===== src/hdl/bpa_pkg.sv =====
// shared types, constants and helpers for the buddy page allocator
package bpa_pkg;

	localparam int TOTAL_PAGES = 1024;
	localparam int PAGE_W      = $clog2(TOTAL_PAGES);
	localparam int CNT_W       = PAGE_W + 1;
	localparam int NODE_COUNT  = 2 * TOTAL_PAGES - 1;
	localparam int NODE_W      = $clog2(NODE_COUNT);

	typedef enum logic [1:0] {
		KIND_ALLOC   = 2'd0,
		KIND_FREE    = 2'd1,
		KIND_QUERY   = 2'd2,
		KIND_REBUILD = 2'd3
	} kind_t;

	typedef enum logic [1:0] {
		ST_OK         = 2'd0,
		ST_NO_SPACE   = 2'd1,
		ST_BAD_OFFSET = 2'd2,
		ST_NOT_ALLOC  = 2'd3
	} status_t;

	typedef enum logic [3:0] {
		S_CLEAR,
		S_IDLE,
		S_INIT,
		S_A_ROOT,
		S_A_CHK,
		S_A_RD,
		S_A_DESC,
		S_MARK,
		S_F_RD,
		S_F_CHK,
		S_F_WR,
		S_U_L,
		S_U_R,
		S_U_W,
		S_DONE
	} state_t;

	typedef enum logic [4:0] {
		OP_NONE,
		OP_LOAD,
		OP_INIT,
		OP_ROOT_RD,
		OP_NOSPACE,
		OP_CHILD_RD,
		OP_DESC,
		OP_MARK,
		OP_NODE_RD,
		OP_CLIMB,
		OP_NOTALLOC,
		OP_FOUND,
		OP_RELEASE,
		OP_UP_LEFT,
		OP_UP_RIGHT,
		OP_UP_WRITE,
		OP_PUBLISH
	} dp_op_t;

	typedef struct packed {
		kind_t in_kind;
		logic  in_bad;
		logic  no_space;
		logic  want_hit;
		logic  next_hit;
		logic  idx_zero;
		logic  node_zero;
		logic  init_last;
		logic  is_free;
	} dp_stat_t;

	// round up to a power of two, zero taken as one
	function automatic logic [CNT_W-1:0] round_pow2(input logic [CNT_W-1:0] n);
		logic [CNT_W-1:0] m;
		logic [CNT_W-1:0] p;
		m = n - CNT_W'(1);
		p = CNT_W'(1);
		if (n > CNT_W'(1)) begin
			for (int i = 0; i < CNT_W; i++) begin
				if (m[i]) begin
					p = CNT_W'(1) << (i + 1);
				end
			end
		end
		return p;
	endfunction

endpackage


===== src/hdl/bpa_ctrl.sv =====
// controller state machine sequencing the tree walks
module bpa_ctrl
	import bpa_pkg::*;
(
	input  logic     clk,
	input  logic     arst_n,
	input  logic     cmd_valid,
	output logic     cmd_ready,
	output logic     rsp_valid,
	input  logic     rsp_ready,
	input  dp_stat_t stat,
	output dp_op_t   op
);
	state_t state_q;
	state_t state_d;
	logic   out_valid_q;
	logic   out_free;

	assign out_free  = !out_valid_q || rsp_ready;
	assign rsp_valid = out_valid_q;
	assign cmd_ready = (state_q == S_IDLE);

	always_comb begin
		state_d = state_q;
		unique case (state_q)
			S_CLEAR: begin
				if (stat.init_last) state_d = S_IDLE;
			end
			S_IDLE: begin
				if (cmd_valid) begin
					priority if (stat.in_kind == KIND_ALLOC) state_d = S_A_ROOT;
					else if (stat.in_kind == KIND_REBUILD) state_d = S_INIT;
					else if (stat.in_bad) state_d = S_DONE;
					else state_d = S_F_RD;
				end
			end
			S_INIT: begin
				if (stat.init_last) state_d = S_A_ROOT;
			end
			S_A_ROOT: state_d = S_A_CHK;
			S_A_CHK: begin
				priority if (stat.no_space) state_d = S_DONE;
				else if (stat.want_hit) state_d = S_MARK;
				else state_d = S_A_RD;
			end
			S_A_RD: state_d = S_A_DESC;
			S_A_DESC: state_d = stat.next_hit ? S_MARK : S_A_RD;
			S_MARK: state_d = stat.idx_zero ? S_DONE : S_U_L;
			S_F_RD: state_d = S_F_CHK;
			S_F_CHK: begin
				priority if (stat.node_zero) state_d = stat.is_free ? S_F_WR : S_DONE;
				else if (stat.idx_zero) state_d = S_DONE;
				else state_d = S_F_RD;
			end
			S_F_WR: state_d = stat.idx_zero ? S_DONE : S_U_L;
			S_U_L: state_d = S_U_R;
			S_U_R: state_d = S_U_W;
			S_U_W: state_d = stat.idx_zero ? S_DONE : S_U_L;
			S_DONE: begin
				if (out_free) state_d = S_IDLE;
			end
			default: state_d = S_IDLE;
		endcase
	end

	always_comb begin
		op = OP_NONE;
		unique case (state_q)
			S_CLEAR, S_INIT: op = OP_INIT;
			S_IDLE: op = cmd_valid ? OP_LOAD : OP_NONE;
			S_A_ROOT: op = OP_ROOT_RD;
			S_A_CHK: op = stat.no_space ? OP_NOSPACE : OP_NONE;
			S_A_RD: op = OP_CHILD_RD;
			S_A_DESC: op = OP_DESC;
			S_MARK: op = OP_MARK;
			S_F_RD: op = OP_NODE_RD;
			S_F_CHK: begin
				priority if (stat.node_zero) op = OP_FOUND;
				else if (stat.idx_zero) op = OP_NOTALLOC;
				else op = OP_CLIMB;
			end
			S_F_WR: op = OP_RELEASE;
			S_U_L: op = OP_UP_LEFT;
			S_U_R: op = OP_UP_RIGHT;
			S_U_W: op = OP_UP_WRITE;
			S_DONE: op = out_free ? OP_PUBLISH : OP_NONE;
			default: op = OP_NONE;
		endcase
	end

	always_ff @(posedge clk or negedge arst_n) begin
		if (!arst_n) begin
			state_q     <= S_CLEAR;
			out_valid_q <= 1'b0;
		end else begin
			state_q <= state_d;
			if (op == OP_PUBLISH) begin
				out_valid_q <= 1'b1;
			end else if (rsp_ready) begin
				out_valid_q <= 1'b0;
			end
		end
	end

`ifndef SYNTHESIS
	a_accept_leaves_idle: assert property (@(posedge clk) disable iff (!arst_n)
		(cmd_valid && cmd_ready) |=> (state_q != S_IDLE))
		else $error("transaction accepted but controller stayed idle");
	a_publish_valid: assert property (@(posedge clk) disable iff (!arst_n)
		(state_q == S_DONE && out_free) |=> out_valid_q)
		else $error("result finished but not presented");
	a_mark_path: assert property (@(posedge clk) disable iff (!arst_n)
		(state_q == S_MARK) |-> ($past(state_q) == S_A_CHK || $past(state_q) == S_A_DESC))
		else $error("block marked used without a descent");
`endif
endmodule


===== config.mk =====
export PLATFORM = sky130hd
export DESIGN_NAME = bpa_ctrl
export DESIGN_NICKNAME = d
export VERILOG_FILES = /design/src/hdl/bpa_pkg.sv /design/src/hdl/bpa_ctrl.sv
export SDC_FILE = /design/constraint.sdc
export NUM_CORES = 1
export LEC_CHECK = 0
export ABC_CLOCK_PERIOD_IN_PS = 4350
export BUFFER_PORTS_ARGS = -buffer_cell sky130_fd_sc_hd__buf_2
export CAP_MARGIN = 20
export CORE_MARGIN = 2
export CORE_UTILIZATION = 30
export CTS_CLUSTER_DIAMETER = 60
export DETAILED_ROUTE_END_ITERATION = 6
export GPL_TIMING_DRIVEN = 1
export PLACE_DENSITY = 0.49
export SYNTH_ARGS = -nofsm -noshare
export SYNTH_HDL_FRONTEND = slang
export SYNTH_SLANG_ARGS = --single-unit

===== constraint.sdc =====
create_clock -name clk -period 4.35 [get_ports clk]
set_clock_uncertainty 0.15 [all_clocks]
set_input_delay 0.87 -clock clk [delete_from_list [all_inputs] [get_ports clk]]
set_output_delay 0.87 -clock clk [all_outputs]
set_load 0.02 [all_outputs]

==> flow_summary.yaml <==
timing:
  max_clock_freq_mhz: 357
  setup_viol_count_final: 0
  worst_tran_pin_value_ns: 0.717
  final_hold_viol_count: 0
  slew_hr_pct: 52.2
  maxSlewViolCount: 0
  timing.final.ws_setup_ns: 1.55
  final.min_clock_period_ns: 2.80
  share_of_the_clock_period_used_by_the_worst_path_after_layout_pct: 64.3
  setup-tns-final_ns: 0
  grt_setup_unrepaired: "no"
detailed_routing:
  final_antenna_net_count: 0
  drtIter0Drc: 23
  dr.pass1.iters: 4
  totalWireLength_mm: 1.65
  wl_per_cell_um: 12.6
  dr_total_vias: 678
  avgViaCountPerCell: 5.18
  route.detailed.drc: 0
cells_and_area:
  layout.area.seq_um2: 125
  layout_commonest_cell: "sky130_fd_sc_hd__buf_2"
  layout.cells.most_common_list: "sky130_fd_sc_hd__buf_2 (20), sky130_fd_sc_hd__nor2_1 (9), sky130_fd_sc_hd__nand2_1 (7), sky130_fd_sc_hd__a21oi_1 (7), sky130_fd_sc_hd__o21ai_0 (6)"
  multi_input_comb_area_um2: 452
  diodes: 0
  fin_cells: 131
  fill_cells: 222
  fin_nets: 121
  area_delta_synth_final_pct: 17.1
  layout.cell_area.non_filler_um2: 762
  drive_gt1_share_pct: 27.9
logic_synthesis:
  combinational_family_with_the_most_area_after_synthesis: "compound AO/OA/AOI/OAI gates"
  synthSimpleGateAreaFrac_pct: 30.8
  share_of_the_synthesized_area_in_compound_gates_ao_oa_aoi_oai_pct: 34.8
  yosys_warnings: 0
  synth-edff-count: 0
  synth_seq_area_share_pct: 19.2
  yosys.area_share.adder_pct: 3.85
  count_of_state_elements_after_synthesis: 5
  synth_flop_cell: "sky130_fd_sc_hd__dfrtp_1"
  muxShareOfSynthArea_pct: 0
  mappedNetlistNets: 103
  post_synthesis_share_of_cell_area_spent_on_xor_and_xnor_gates_pct: 0
  synth_area_um2: 651
  postSynthCellCount: 87
  asyncSetResetFlopFracSynth_pct: 100
  syn_avg_cell_area_um2: 7.48
  yosys.cell_types.count: 35
global_routing:
  grt_overflow: 0
  grt_first_pass_wirelength_mm: 2.70
  gr_usage_total_pct: 13.9
  grt_start_max_net_pins: 23
  vias_in_the_first_global_route: 581
  grt_antenna_before_repair: 0
power:
  power_mw: 0.443
  worst_ir_drop_vdd_uv: 247
  power.share.clock_pct: 12.1
  power.share.combinational_pct: 57.0
  seqPwrFrac_pct: 30.9
  cell_internal_pwr_mw: 0.215
  pwr_density_cell_nw_per_um2: 581
  power_leakage_nw: 0.359
  p_sw_share_pct: 51.5
  switching_power_mw: 0.228
worst_setup_path:
  cp.required_ns: 3.33
  worst_ep_arrival_time_ns: 1.78
  timing.setup.critical_path_class: "reg -> out"
  start_kind: "register"
  worstPathCellList: "inv_4 > nor4_4 > a21oi_1 > o21ai_0 > buf_2"
  worst-path-buf-inv: 2
  critical_path_slowest_stage_cell: "sky130_fd_sc_hd__dfrtp_1"
  path_max_fanout: 22
  cp_top_family: "flip-flops"
  worst_path_largest_cell_delay_ns: 0.79
  critical_path.reg2reg.startpoint: "state_q[3]"
  cp-startpoint: "state_q[3]"
  cp-end-kind: "output port"
cts:
  hold_buffers: 0
  tritoncts: "done"
  ctsLongestPathBuffers: 2
  cell_at_the_root_of_the_clock_tree: "sky130_fd_sc_hd__clkbuf_4"
  worst_setup_hold_path_clk_slew_ns: 0.04
  clock-sinks: 5
  clk-insertion-delay-late_ns: 0.24
  htreeDepth: 1
  postCtsSetupRepairBufs: 0
  cts_resized: 0
  cts_inserted_buffers: 3
placement:
  numPortBuffers: 20
  dp.cells: 127
  dp_hpwl_mm: 1.24
  place_congestion: 0.755
  placed_area_um2: 736
  placement.setup.worst_slack_ns: 1.66
floorplanning:
  core_um2: 2000
  die_width_um: 50.6
  die_extent_in_y_um: 50.6
  floorplan.rows: 16
  initial_core_util_pct: 32.5
  die_area_um2: 2560
  io_pins: 21
job:
  cap_violations: 0
worst_hold_path:
  timing.hold.worst.class: "in -> async"
outcome:
  status: "completed"
==> synthesized netlist by cell type (all sizes together) (2+ instances only) <==
cell     instances  area [um2]
nand3            2        10.0
a21boi           3        26.3
o2bb2ai          2        17.5
nor3             5        25.0
a21oi            7        35.0
nand2b           6        45.0
dfrtp            5         125
nor2             9        33.8
inv              6        25.0
buf              7        48.8
a32oi            2        17.5
and2b            2        15.0
ha               2        25.0
nand2            7        26.3
o21ai            8        40.0
o31a             2        17.5
==> area by class of cell <==
| type | instances | share of cell area [%] |
|---|---|---|
| multi-input cells | 69 | 59.3 |
| flip-flops and latches | 5 | 16.4 |
| repair buffers | 20 | 13.1 |
| well taps | 27 | 4.43 |
| clock buffers | 4 | 3.45 |
| inverters | 6 | 3.28 |
==> sequential cells by signal, summed over array words and instances (netlist names) <==
name and cells:
rsp_valid 1, state_q 4
==> per-layer routing <==
layer	GRT usage, %	vias up	share of wire [%]
met3	3.57	0	2.1
met1	21.0	314	52
met5	0	-	0
met2	19.5	13	46
li1	-	351	-
met4	2.70	0	0
==> power by group through the flow <==
stage          Combinational (mW)  Sequential (mW)  Clock [mW]
2_1_floorplan               0.272           0.0711           0
3_3_place_gp                0.256            0.136           0
3_5_place_dp                0.252            0.137           0
4_1_cts                     0.253            0.137      0.0566
5_1_grt                     0.277            0.146      0.0583
6_report                    0.252            0.137      0.0535
==> worst register-to-register path: cells and delay by family, from the launching register on <==
family	cells	cell delay [ns]
DFF	1	0.79
AOI/OAI and AO/OA	4	0.78
==> metrics by stage <==
step | util (%) | hold WS [ns]
floorplan | - | 0.424
global placement | 36.8 | 0.353
detailed placement | 36.8 | 0.398
CTS | 38.1 | 0.274
global route | 38.1 | 0.280
finish | 38.1 | 0.282
==> cells by family (layout without fill, tap and decap cells) <==
family | Yosys count | in the layout
DFF | 5 | 5
AOI/OAI and AO/OA | 32 | 32
buffers and inverters | 13 | 30
adders and majority gates | 2 | 2
and+or+nand+nor | 35 | 35
==> final timing paths <==
| check | to | slack, ns | cells after the start |
|---|---|---|---|
| hold / removal | state_q[3] | 0.28 | 1 |
| setup / recovery | op[1] | 1.55 | 5 |
| max in group asynchronous | rsp_valid | 3.64 | 1 |
| min in group clk | rsp_valid | 0.39 | 2 |
| hold reg to reg | rsp_valid | 0.39 | 2 |
| setup reg to reg | state_q[2] | 2.51 | 4 |
Power figures use the tool's default switching activity.
